===== src/rtl/kp_pkg.sv =====
// kp_pkg: shared types and codes for the opposing-key cleaner
`default_nettype none

package kp_pkg;

	// event kinds on the input
	localparam logic [1:0] EV_DOWN  = 2'd0;
	localparam logic [1:0] EV_UP    = 2'd1;
	localparam logic [1:0] EV_OTHER = 2'd2;

	// result actions
	localparam logic [1:0] ACT_PASS    = 2'd0;
	localparam logic [1:0] ACT_CONSUME = 2'd1;
	localparam logic [1:0] ACT_PRESS   = 2'd2;
	localparam logic [1:0] ACT_RELEASE = 2'd3;

	// per-group record of the key sent last
	localparam logic [1:0] SENT_NONE = 2'd0;
	localparam logic [1:0] SENT_A    = 2'd1;
	localparam logic [1:0] SENT_B    = 2'd2;

	// configuration register indexes
	localparam int unsigned CFG_IDX_W = 3;
	localparam logic [CFG_IDX_W-1:0] CFG_G0_KEY_A = 3'd0;
	localparam logic [CFG_IDX_W-1:0] CFG_G0_KEY_B = 3'd1;
	localparam logic [CFG_IDX_W-1:0] CFG_G1_KEY_A = 3'd2;
	localparam logic [CFG_IDX_W-1:0] CFG_G1_KEY_B = 3'd3;
	localparam logic [CFG_IDX_W-1:0] CFG_EXIT_KEY = 3'd4;
	localparam logic [CFG_IDX_W-1:0] CFG_PAUSE_KEY = 3'd5;

	localparam logic [7:0] RST_G0_KEY_A  = 8'd87;
	localparam logic [7:0] RST_G0_KEY_B  = 8'd83;
	localparam logic [7:0] RST_G1_KEY_A  = 8'd65;
	localparam logic [7:0] RST_G1_KEY_B  = 8'd68;
	localparam logic [7:0] RST_EXIT_KEY  = 8'd35;
	localparam logic [7:0] RST_PAUSE_KEY = 8'd46;

	typedef struct packed {
		logic [1:0] event_kind;
		logic [7:0] key_code;
	} item_t;

	typedef struct packed {
		logic [1:0] action;
		logic [7:0] out_key;
		logic       paused_now;
		logic       exit_request;
		logic       last_of_run;
	} result_t;

	// results of one transaction: one or two
	typedef struct packed {
		logic    two;
		result_t first;
		result_t second;
	} batch_t;

	typedef struct packed {
		logic [1:0][1:0][7:0] group_key;
		logic [7:0]           quit_key;
		logic [7:0]           pause_key;
	} cfg_t;

endpackage

`default_nettype wire


===== src/rtl/key_pair_last_input_priority.sv =====
// key_pair_last_input_priority: top level of the opposing-key cleaner
//
//   channel   direction  handshake              payload
//   item      in         item_valid/item_stall  item_t   (event_kind, key_code)
//   result    out        result_valid/result_stall result_t (action, out_key, flags)
//   cfg       in         cfg_wen                cfg_index, cfg_data
//
// an accepted transaction is registered, resolved combinationally by the core and
// its one or two results land in the output buffer
// single-result events sustain one per cycle while result_stall is low; a release/press
// pair leaves one result at a time through the single result port of the output buffer
// arst_n clears group state, paused flag, registers to defaults and the buffer
// result_stall backs up through the buffer and the input register to item_stall
`default_nettype none

module key_pair_last_input_priority #(
	parameter int unsigned NUM_GROUPS = 2
) (
	input  wire logic                         clk,
	input  wire logic                         arst_n,
	input  wire logic                         item_valid,
	output logic                              item_stall,
	input  wire kp_pkg::item_t                item,
	output logic                              result_valid,
	input  wire logic                         result_stall,
	output kp_pkg::result_t                   result,
	input  wire logic                         cfg_wen,
	input  wire logic [kp_pkg::CFG_IDX_W-1:0] cfg_index,
	input  wire logic [7:0]                   cfg_data
);
	import kp_pkg::*;

	item_t  item_s1;
	logic   valid_s1;
	logic   can_load;
	logic   fire;
	logic   accept;
	cfg_t   cfg;
	batch_t batch;

	assign fire       = valid_s1 && can_load;
	assign item_stall = valid_s1 && !can_load;
	assign accept     = item_valid && !item_stall;

	always_ff @(posedge clk or negedge arst_n) begin
		if (!arst_n) begin
			valid_s1 <= 1'b0;
		end else if (accept) begin
			valid_s1 <= 1'b1;
		end else if (fire) begin
			valid_s1 <= 1'b0;
		end
	end

	always_ff @(posedge clk) begin
		if (accept) begin
			item_s1 <= item;
		end
	end

	kp_cfg u_cfg (
		.clk       (clk),
		.arst_n    (arst_n),
		.cfg_wen   (cfg_wen),
		.cfg_index (cfg_index),
		.cfg_data  (cfg_data),
		.cfg       (cfg)
	);

	kp_core #(
		.NUM_GROUPS (NUM_GROUPS)
	) u_core (
		.clk     (clk),
		.arst_n  (arst_n),
		.fire    (fire),
		.item_s1 (item_s1),
		.cfg     (cfg),
		.batch   (batch)
	);

	kp_outbuf u_outbuf (
		.clk          (clk),
		.arst_n       (arst_n),
		.load         (fire),
		.batch        (batch),
		.can_load     (can_load),
		.result_valid (result_valid),
		.result_stall (result_stall),
		.result       (result)
	);

endmodule

`default_nettype wire


===== src/rtl/kp_cfg.sv =====
// kp_cfg: configuration register file
`default_nettype none

module kp_cfg (
	input  wire logic                          clk,
	input  wire logic                          arst_n,
	input  wire logic                          cfg_wen,
	input  wire logic [kp_pkg::CFG_IDX_W-1:0]  cfg_index,
	input  wire logic [7:0]                    cfg_data,
	output kp_pkg::cfg_t                       cfg
);
	import kp_pkg::*;

	cfg_t cfg_q;

	always_ff @(posedge clk or negedge arst_n) begin
		if (!arst_n) begin
			cfg_q.group_key[0][0] <= RST_G0_KEY_A;
			cfg_q.group_key[0][1] <= RST_G0_KEY_B;
			cfg_q.group_key[1][0] <= RST_G1_KEY_A;
			cfg_q.group_key[1][1] <= RST_G1_KEY_B;
			cfg_q.quit_key        <= RST_EXIT_KEY;
			cfg_q.pause_key       <= RST_PAUSE_KEY;
		end else if (cfg_wen) begin
			case (cfg_index)
				CFG_G0_KEY_A:  cfg_q.group_key[0][0] <= cfg_data;
				CFG_G0_KEY_B:  cfg_q.group_key[0][1] <= cfg_data;
				CFG_G1_KEY_A:  cfg_q.group_key[1][0] <= cfg_data;
				CFG_G1_KEY_B:  cfg_q.group_key[1][1] <= cfg_data;
				CFG_EXIT_KEY:  cfg_q.quit_key        <= cfg_data;
				CFG_PAUSE_KEY: cfg_q.pause_key       <= cfg_data;
				default: begin
				end
			endcase
		end
	end

	assign cfg = cfg_q;

endmodule

`default_nettype wire


===== src/rtl/kp_core.sv =====
// kp_core: group state and the per-transaction resolve logic
`default_nettype none

module kp_core #(
	parameter int unsigned NUM_GROUPS = 2
) (
	input  wire logic   clk,
	input  wire logic   arst_n,
	input  wire logic   fire,
	input  wire kp_pkg::item_t item_s1,
	input  wire kp_pkg::cfg_t  cfg,
	output kp_pkg::batch_t batch
);
	import kp_pkg::*;

	logic [2*NUM_GROUPS-1:0]   held_q, held_d;
	logic [NUM_GROUPS-1:0]     latest_q, latest_d;
	logic [NUM_GROUPS-1:0][1:0] sent_q, sent_d;
	logic                      paused_q, paused_d;

	logic                      is_exit;
	logic                      toggle;
	logic                      found;
	logic [NUM_GROUPS-1:0]     sel;
	logic [NUM_GROUPS-1:0]     pick_b;

	always_comb begin
		logic       upd;
		logic       hit_held;
		logic       ha;
		logic       hb;
		logic [1:0] win;
		logic [1:0] old;

		is_exit  = (item_s1.event_kind == EV_UP) && (item_s1.key_code == cfg.quit_key);
		toggle   = (item_s1.event_kind == EV_UP) && (item_s1.key_code != cfg.quit_key)
			&& (item_s1.key_code == cfg.pause_key);
		paused_d = paused_q ^ toggle;

		// first matching slot wins, group order then key a before key b
		found  = 1'b0;
		sel    = '0;
		pick_b = '0;
		for (int g = 0; g < NUM_GROUPS; g++) begin
			if (!found && !paused_d) begin
				if (item_s1.key_code == cfg.group_key[g][0]) begin
					sel[g] = 1'b1;
					found  = 1'b1;
				end else if (item_s1.key_code == cfg.group_key[g][1]) begin
					sel[g]    = 1'b1;
					pick_b[g] = 1'b1;
					found     = 1'b1;
				end
			end
		end

		held_d   = held_q;
		latest_d = latest_q;
		sent_d   = sent_q;
		upd      = 1'b0;
		hit_held = 1'b0;
		ha       = 1'b0;
		hb       = 1'b0;
		win      = SENT_NONE;
		old      = SENT_NONE;

		batch.two                 = 1'b0;
		batch.first.action        = ACT_PASS;
		batch.first.out_key       = item_s1.key_code;
		batch.first.paused_now    = paused_d;
		batch.first.exit_request  = is_exit;
		batch.first.last_of_run   = 1'b1;
		batch.second              = batch.first;

		for (int g = 0; g < NUM_GROUPS; g++) begin
			if (sel[g]) begin
				upd      = 1'b0;
				hit_held = pick_b[g] ? held_q[2*g+1] : held_q[2*g];
				if ((item_s1.event_kind == EV_DOWN) && !hit_held) begin
					if (pick_b[g]) begin
						held_d[2*g+1] = 1'b1;
					end else begin
						held_d[2*g] = 1'b1;
					end
					latest_d[g] = pick_b[g];
					upd         = 1'b1;
				end else if (item_s1.event_kind == EV_UP) begin
					if (pick_b[g]) begin
						held_d[2*g+1] = 1'b0;
					end else begin
						held_d[2*g] = 1'b0;
					end
					upd = 1'b1;
				end

				batch.first.action  = ACT_CONSUME;
				batch.first.out_key = '0;

				if (upd) begin
					ha = held_d[2*g];
					hb = held_d[2*g+1];
					if (ha && hb) begin
						win = latest_d[g] ? SENT_B : SENT_A;
					end else if (ha) begin
						win = SENT_A;
					end else if (hb) begin
						win = SENT_B;
					end else begin
						win = SENT_NONE;
					end
					old = sent_q[g];
					if (win != old) begin
						sent_d[g] = win;
						if (old != SENT_NONE) begin
							// release the old key first, then press the new one
							batch.first.action      = ACT_RELEASE;
							batch.first.out_key     = cfg.group_key[g][old[1]];
							batch.first.last_of_run = (win == SENT_NONE);
							if (win != SENT_NONE) begin
								batch.two                = 1'b1;
								batch.second.action      = ACT_PRESS;
								batch.second.out_key     = cfg.group_key[g][win[1]];
								batch.second.last_of_run = 1'b1;
							end
						end else begin
							batch.first.action  = ACT_PRESS;
							batch.first.out_key = cfg.group_key[g][win[1]];
						end
					end
				end
			end
		end
	end

	always_ff @(posedge clk or negedge arst_n) begin
		if (!arst_n) begin
			held_q   <= '0;
			latest_q <= '0;
			sent_q   <= '0;
			paused_q <= 1'b0;
		end else if (fire) begin
			held_q   <= held_d;
			latest_q <= latest_d;
			sent_q   <= sent_d;
			paused_q <= paused_d;
		end
	end

endmodule

`default_nettype wire


===== src/rtl/kp_outbuf.sv =====
// kp_outbuf: two-entry result buffer that drives the result channel
`default_nettype none

module kp_outbuf (
	input  wire logic     clk,
	input  wire logic     arst_n,
	input  wire logic     load,
	input  wire kp_pkg::batch_t batch,
	output logic          can_load,
	output logic          result_valid,
	input  wire logic     result_stall,
	output kp_pkg::result_t result
);
	import kp_pkg::*;

	result_t    r0_q;
	result_t    r1_q;
	logic [1:0] cnt_q;
	logic       pop;

	assign result_valid = (cnt_q != 2'd0);
	assign pop          = result_valid && !result_stall;
	// a new batch fits once the buffer is empty or its last entry leaves now
	assign can_load     = (cnt_q == 2'd0) || ((cnt_q == 2'd1) && pop);
	assign result       = r0_q;

	always_ff @(posedge clk or negedge arst_n) begin
		if (!arst_n) begin
			cnt_q <= 2'd0;
		end else if (load) begin
			cnt_q <= batch.two ? 2'd2 : 2'd1;
		end else if (pop) begin
			cnt_q <= cnt_q - 2'd1;
		end
	end

	always_ff @(posedge clk) begin
		if (load) begin
			r0_q <= batch.first;
			r1_q <= batch.second;
		end else if (pop) begin
			r0_q <= r1_q;
		end
	end

endmodule

`default_nettype wire


===== config.mk =====
export PLATFORM = sky130hd
export DESIGN_NAME = key_pair_last_input_priority
export DESIGN_NICKNAME = d
export VERILOG_FILES = /design/src/rtl/kp_pkg.sv /design/src/rtl/key_pair_last_input_priority.sv /design/src/rtl/kp_cfg.sv /design/src/rtl/kp_core.sv /design/src/rtl/kp_outbuf.sv
export SDC_FILE = /design/constraint.sdc
export NUM_CORES = 1
export LEC_CHECK = 0
export ABC_AREA = 1
export BUFFER_PORTS_ARGS = -buffer_cell sky130_fd_sc_hd__buf_4
export CAP_MARGIN = 25
export CORE_MARGIN = 2
export CORE_UTILIZATION = 45
export DETAILED_ROUTE_END_ITERATION = 10
export GPL_ROUTABILITY_DRIVEN = 1
export PLACE_DENSITY_LB_ADDON = 0.15
export SLEW_MARGIN = 20
export SYNTH_ARGS = -nofsm -noshare
export SYNTH_HDL_FRONTEND = slang
export SYNTH_HIERARCHICAL = 1
export SYNTH_SLANG_ARGS = --single-unit
export TNS_END_PERCENT = 100

===== constraint.sdc =====
create_clock -name clk -period 8.95 [get_ports clk]
set_clock_uncertainty 0.2 [all_clocks]
set_input_delay 0.4475 -clock clk [delete_from_list [all_inputs] [get_ports clk]]
set_output_delay 0.4475 -clock clk [all_outputs]
set_load 0.05 [all_outputs]

==> qor.csv <==
stage;metric;value;unit
timing;final-report max-slew violation count;0;
synthesis;number of synthesized flops with an enable pin;36;
clocking;post-CTS setup buffer count;0;
grt;GRT Total Usage;24.24;%
synthesis;dominant synthesized flop cell;dfrtp_1;
clocking;Worst-Skew Late Latency;0.35;ns
timing;relative slew slack;44.75;%
detailed_routing;routed vias/inst;5.258;
power;Worst VDD drop;0.1156;mV
detailed_routing;WL met1;7702;µm
placement;DP HPWL;12680;µm
clocking;clock buffer depth;2;
timing;Tcrit/Tclk final;40.47;%
synthesis;Ys Warns;6;
grt;grt total ovfl;0;
synthesis;register area share after synthesis;42.39;%
placement;GP Congestion;0.8706;
floorplanning;Die Ht;122.0;µm
layout;fin nets;867;
synthesis;mux cell area share after synthesis;0;%
synthesis;Adder-Cell Fraction of Synth Area;0.3991;%
synthesis;Post-synth ARST share;63.27;%
synthesis;XOR/XNOR share of the synthesized area;5.169;%
synthesis;post-synthesis simple-gate area fraction;35.12;%
detailed_routing;DRT iter0 DRCs;425;
clocking;clk slew on worst S/H paths;0.07;ns
detailed_routing;vias post-DR;5384;
floorplanning;Die Wd;122.0;µm
setup_path;CP Class;reg2reg;
layout;diode count;0;
clocking;CTS tree;done;
setup_path;Worst setup EP type;register;
layout;area grow syn2layout;8.761;%
synthesis;cells after synthesis;817;
setup_path;CP startpoint kind;register;
timing;setup TNS;0;ns
synthesis;Synth Area in Compound Gates;7.244;%
detailed_routing;wirelength, routed;16780;µm
timing;RSZ-0062 raised after global routing;no;
clocking;Num CTS Buffers;9;
synthesis;synthesized net count;845;
layout;FILL cells;1356;
detailed_routing;WL/cell;16.39;µm
power;leak pwr;3.339;nW
synthesis;Mapped Area;6270;µm²
timing;endpoints failing setup;0;
floorplanning;row cnt;43;
detailed_routing;top layer used by detailed routing;met4;
setup_path;Worst EP required;8.86;ns
hold_path;HP Class;in2reg;
grt;initial antenna violation count;0;
setup_path;most frequent CP cell;nand2_1;
detailed_routing;DRC Markers;0;
setup_path;worst path buffer plus inverter count;2;
floorplanning;I/O pin total;41;
clocking;clk sink count;98;
setup_path;max incr delay on CP;0.67;ns
detailed_routing;1st-pass router iterations;5;
power;total power;0.001932;W
flow_run;max-cap violation count;0;
detailed_routing;Routed met3 length;761;µm
layout;layout cells sized above 1;17.54;%
setup_path;cell breakdown of the critical path;inv_2 -> nand2_1 -> nand2_1 -> nor2_1 -> nand3_1 -> nor2_2 -> nand3_2 -> nand2_4 -> nand2_2 -> nand2_1 -> nand3_1 -> nand2_2 -> nand3_2 -> nand2_4 -> nand2_4 -> nand4_4 -> nand3_4 -> nand2_1 -> inv_1 -> nand2_1 -> nand2_1;
layout;final core area utilization;49.70;%
clocking;H-Tree Level Count;3;
status;outcome;completed;
power;PD cells;283.3;nW/µm²
synthesis;Synth Register Bits;98;
detailed_routing;met2 WL;7774;µm
timing;Slew @ Worst Pin;0.8287;ns
timing;Max Clock Freq;0.2761;GHz
setup_path;Top Family by Delay on Critical Path;simple AND/OR/NAND/NOR gates;
clocking;Clock Tree Root;clkbuf_16;
detailed_routing;Final ANT Viol Nets;0;
setup_path;slowest CP cell;edfxtp_1;
setup_path;Critical Path AT;3.53;ns
floorplanning;Placeable Area;13720;µm²
floorplanning;Die Area;14890;µm²
grt;vias in the first global route;4979;
grt;first-pass GRT wire length;27140;µm
timing;Final Hold Viols;0;
synthesis;Netlist cell types;38;
floorplanning;initial core utilization;45.70;%
placement;IO buf count;40;
timing;Final min period;3.622;ns
setup_path;Max FO, Critical Path;18;
synthesis;main combinational cell family by area after synthesis;simple AND/OR/NAND/NOR gates;
synthesis;Syn Area/Cell;7.674;µm²
grt;pin count of the biggest net entering global routing;63;
path summary, 6_finish.rpt:
check | end | cells after the start | from | slack (ns)
worst min register to register | u_cfg/cfg[13] | 2 | u_cfg/cfg[13] | 0.28
worst max register to register | u_outbuf/result[0] | 21 | item_s1[1] | 5.33
max in group asynchronous | u_core/latest_q[0] | 2 | arst_n | 7.47
worst min-delay path | item_s1[0] | 1 | item[0] | 0.07
min in group asynchronous | u_outbuf/cnt_q[1] | 2 | arst_n | 0.52
worst max-delay path | u_outbuf/result[0] | 21 | item_s1[1] | 5.33
cell usage after synthesis, types with 3 or more instances:
cell      instances  area share, %
nand3_1          64            5.1
nor2_4            5           0.90
dfstp_2          20            8.4
xor2_1           25            3.5
inv_1            68            4.1
nor2_1           48            2.9
clkbuf_1          5           0.30
nor2_2            9           0.90
nand2_2          20            2.0
a21oi_1          12           0.96
buf_6            13            2.3
buf_4             9            1.1
nand2_1         294             18
nand2_4           4           0.72
nand3_4           3           0.84
inv_2            11           0.66
xnor2_1          12            1.7
o21ai_0          44            3.5
dfrtp_1          42             17
o211ai_1          4           0.48
nand3_2           8            1.3
o21ai_1          20            1.6
edfxtp_1         36             17
a21oi_2           3           0.42
nand4_1          18            1.8
flip-flops by register name (all words and copies together) (netlist names), 2 cells and up:
register         count
item_s1             10
u_cfg/cfg           48
u_core/held_q        4
u_core/latest_q      2
u_core/sent_q        4
u_outbuf/cnt_q       2
u_outbuf/r1_q       13
u_outbuf/result     13
cell usage in the layout, fill, tap and decap left out, drive strengths merged, types with 21 or more instances in the layout:
cell    synthesis  final
edfxtp         36     36
nor2           62     62
o21ai          66     66
xor2           25     25
dfrtp          42     42
nand2         318    318
buf            25     41
inv            82     84
nand3          75     75
nand4          21     21
power breakdown:
| group | switching, W | internal [W] | total (W) |
|---|---|---|---|
| clock | 0.000174 | 0.000197 | 0.000371 |
| sequential | 0.000111 | 0.000637 | 0.000748 |
| combinational | 0.000571 | 0.000242 | 0.000813 |
| total | 0.000855 | 0.00108 | 0.00193 |
cell type report:
cell class	instances	area, µm²	share of cell area, %
well taps	180	225.2	3.303
inverters	84	327.8	4.807
clock inverters	5	35.03	0.5138
clock buffers	11	242.7	3.560
repair buffers	42	317.8	4.661
flip-flops and latches	98	2658	38.97
multi-input cells	604	3013	44.18
per-layer routing:
layer / global-route usage (%) / vias up
li1: - / 2657
met1: 33.17 / 2528
met2: 37.85 / 163
met3: 3.605 / 36
met4: 11.42 / 0
met5: 0 / -
through the flow:
| step | cell area [µm²] | cells | hold slack (ns) | worst slack [ns] |
|---|---|---|---|---|
| after detailed placement | 6531 | 1007 | 0.2685 | 5.307 |
| after floorplan | 6270 | 817 | -0.04809 | 6.143 |
| after global placement | 6531 | 1007 | 0.2660 | 5.380 |
| after CTS | 6819 | 1024 | 0.05244 | 5.293 |
| after global routing | 6819 | 1024 | 0.05249 | 4.964 |
| final | 6819 | 1024 | 0.07096 | 5.328 |
logic make-up (layout without fill, tap and decap cells):
| family | after synthesis | count (layout) |
|---|---|---|
| simple gates | 478 | 478 |
| flops | 98 | 98 |
| buf+inv | 115 | 142 |
| xor+xnor | 37 | 37 |
| compound gates | 85 | 85 |
| other cells | 2 | 2 |
| fa+ha+maj | 2 | 2 |
repair_timing:
action,in CTS,in global routing
hold endpoints to repair,1,0
hold buffers,1,0
endpoints found under the setup margin,0,0
resized for setup,0,0
Power figures use the tool's default switching activity.
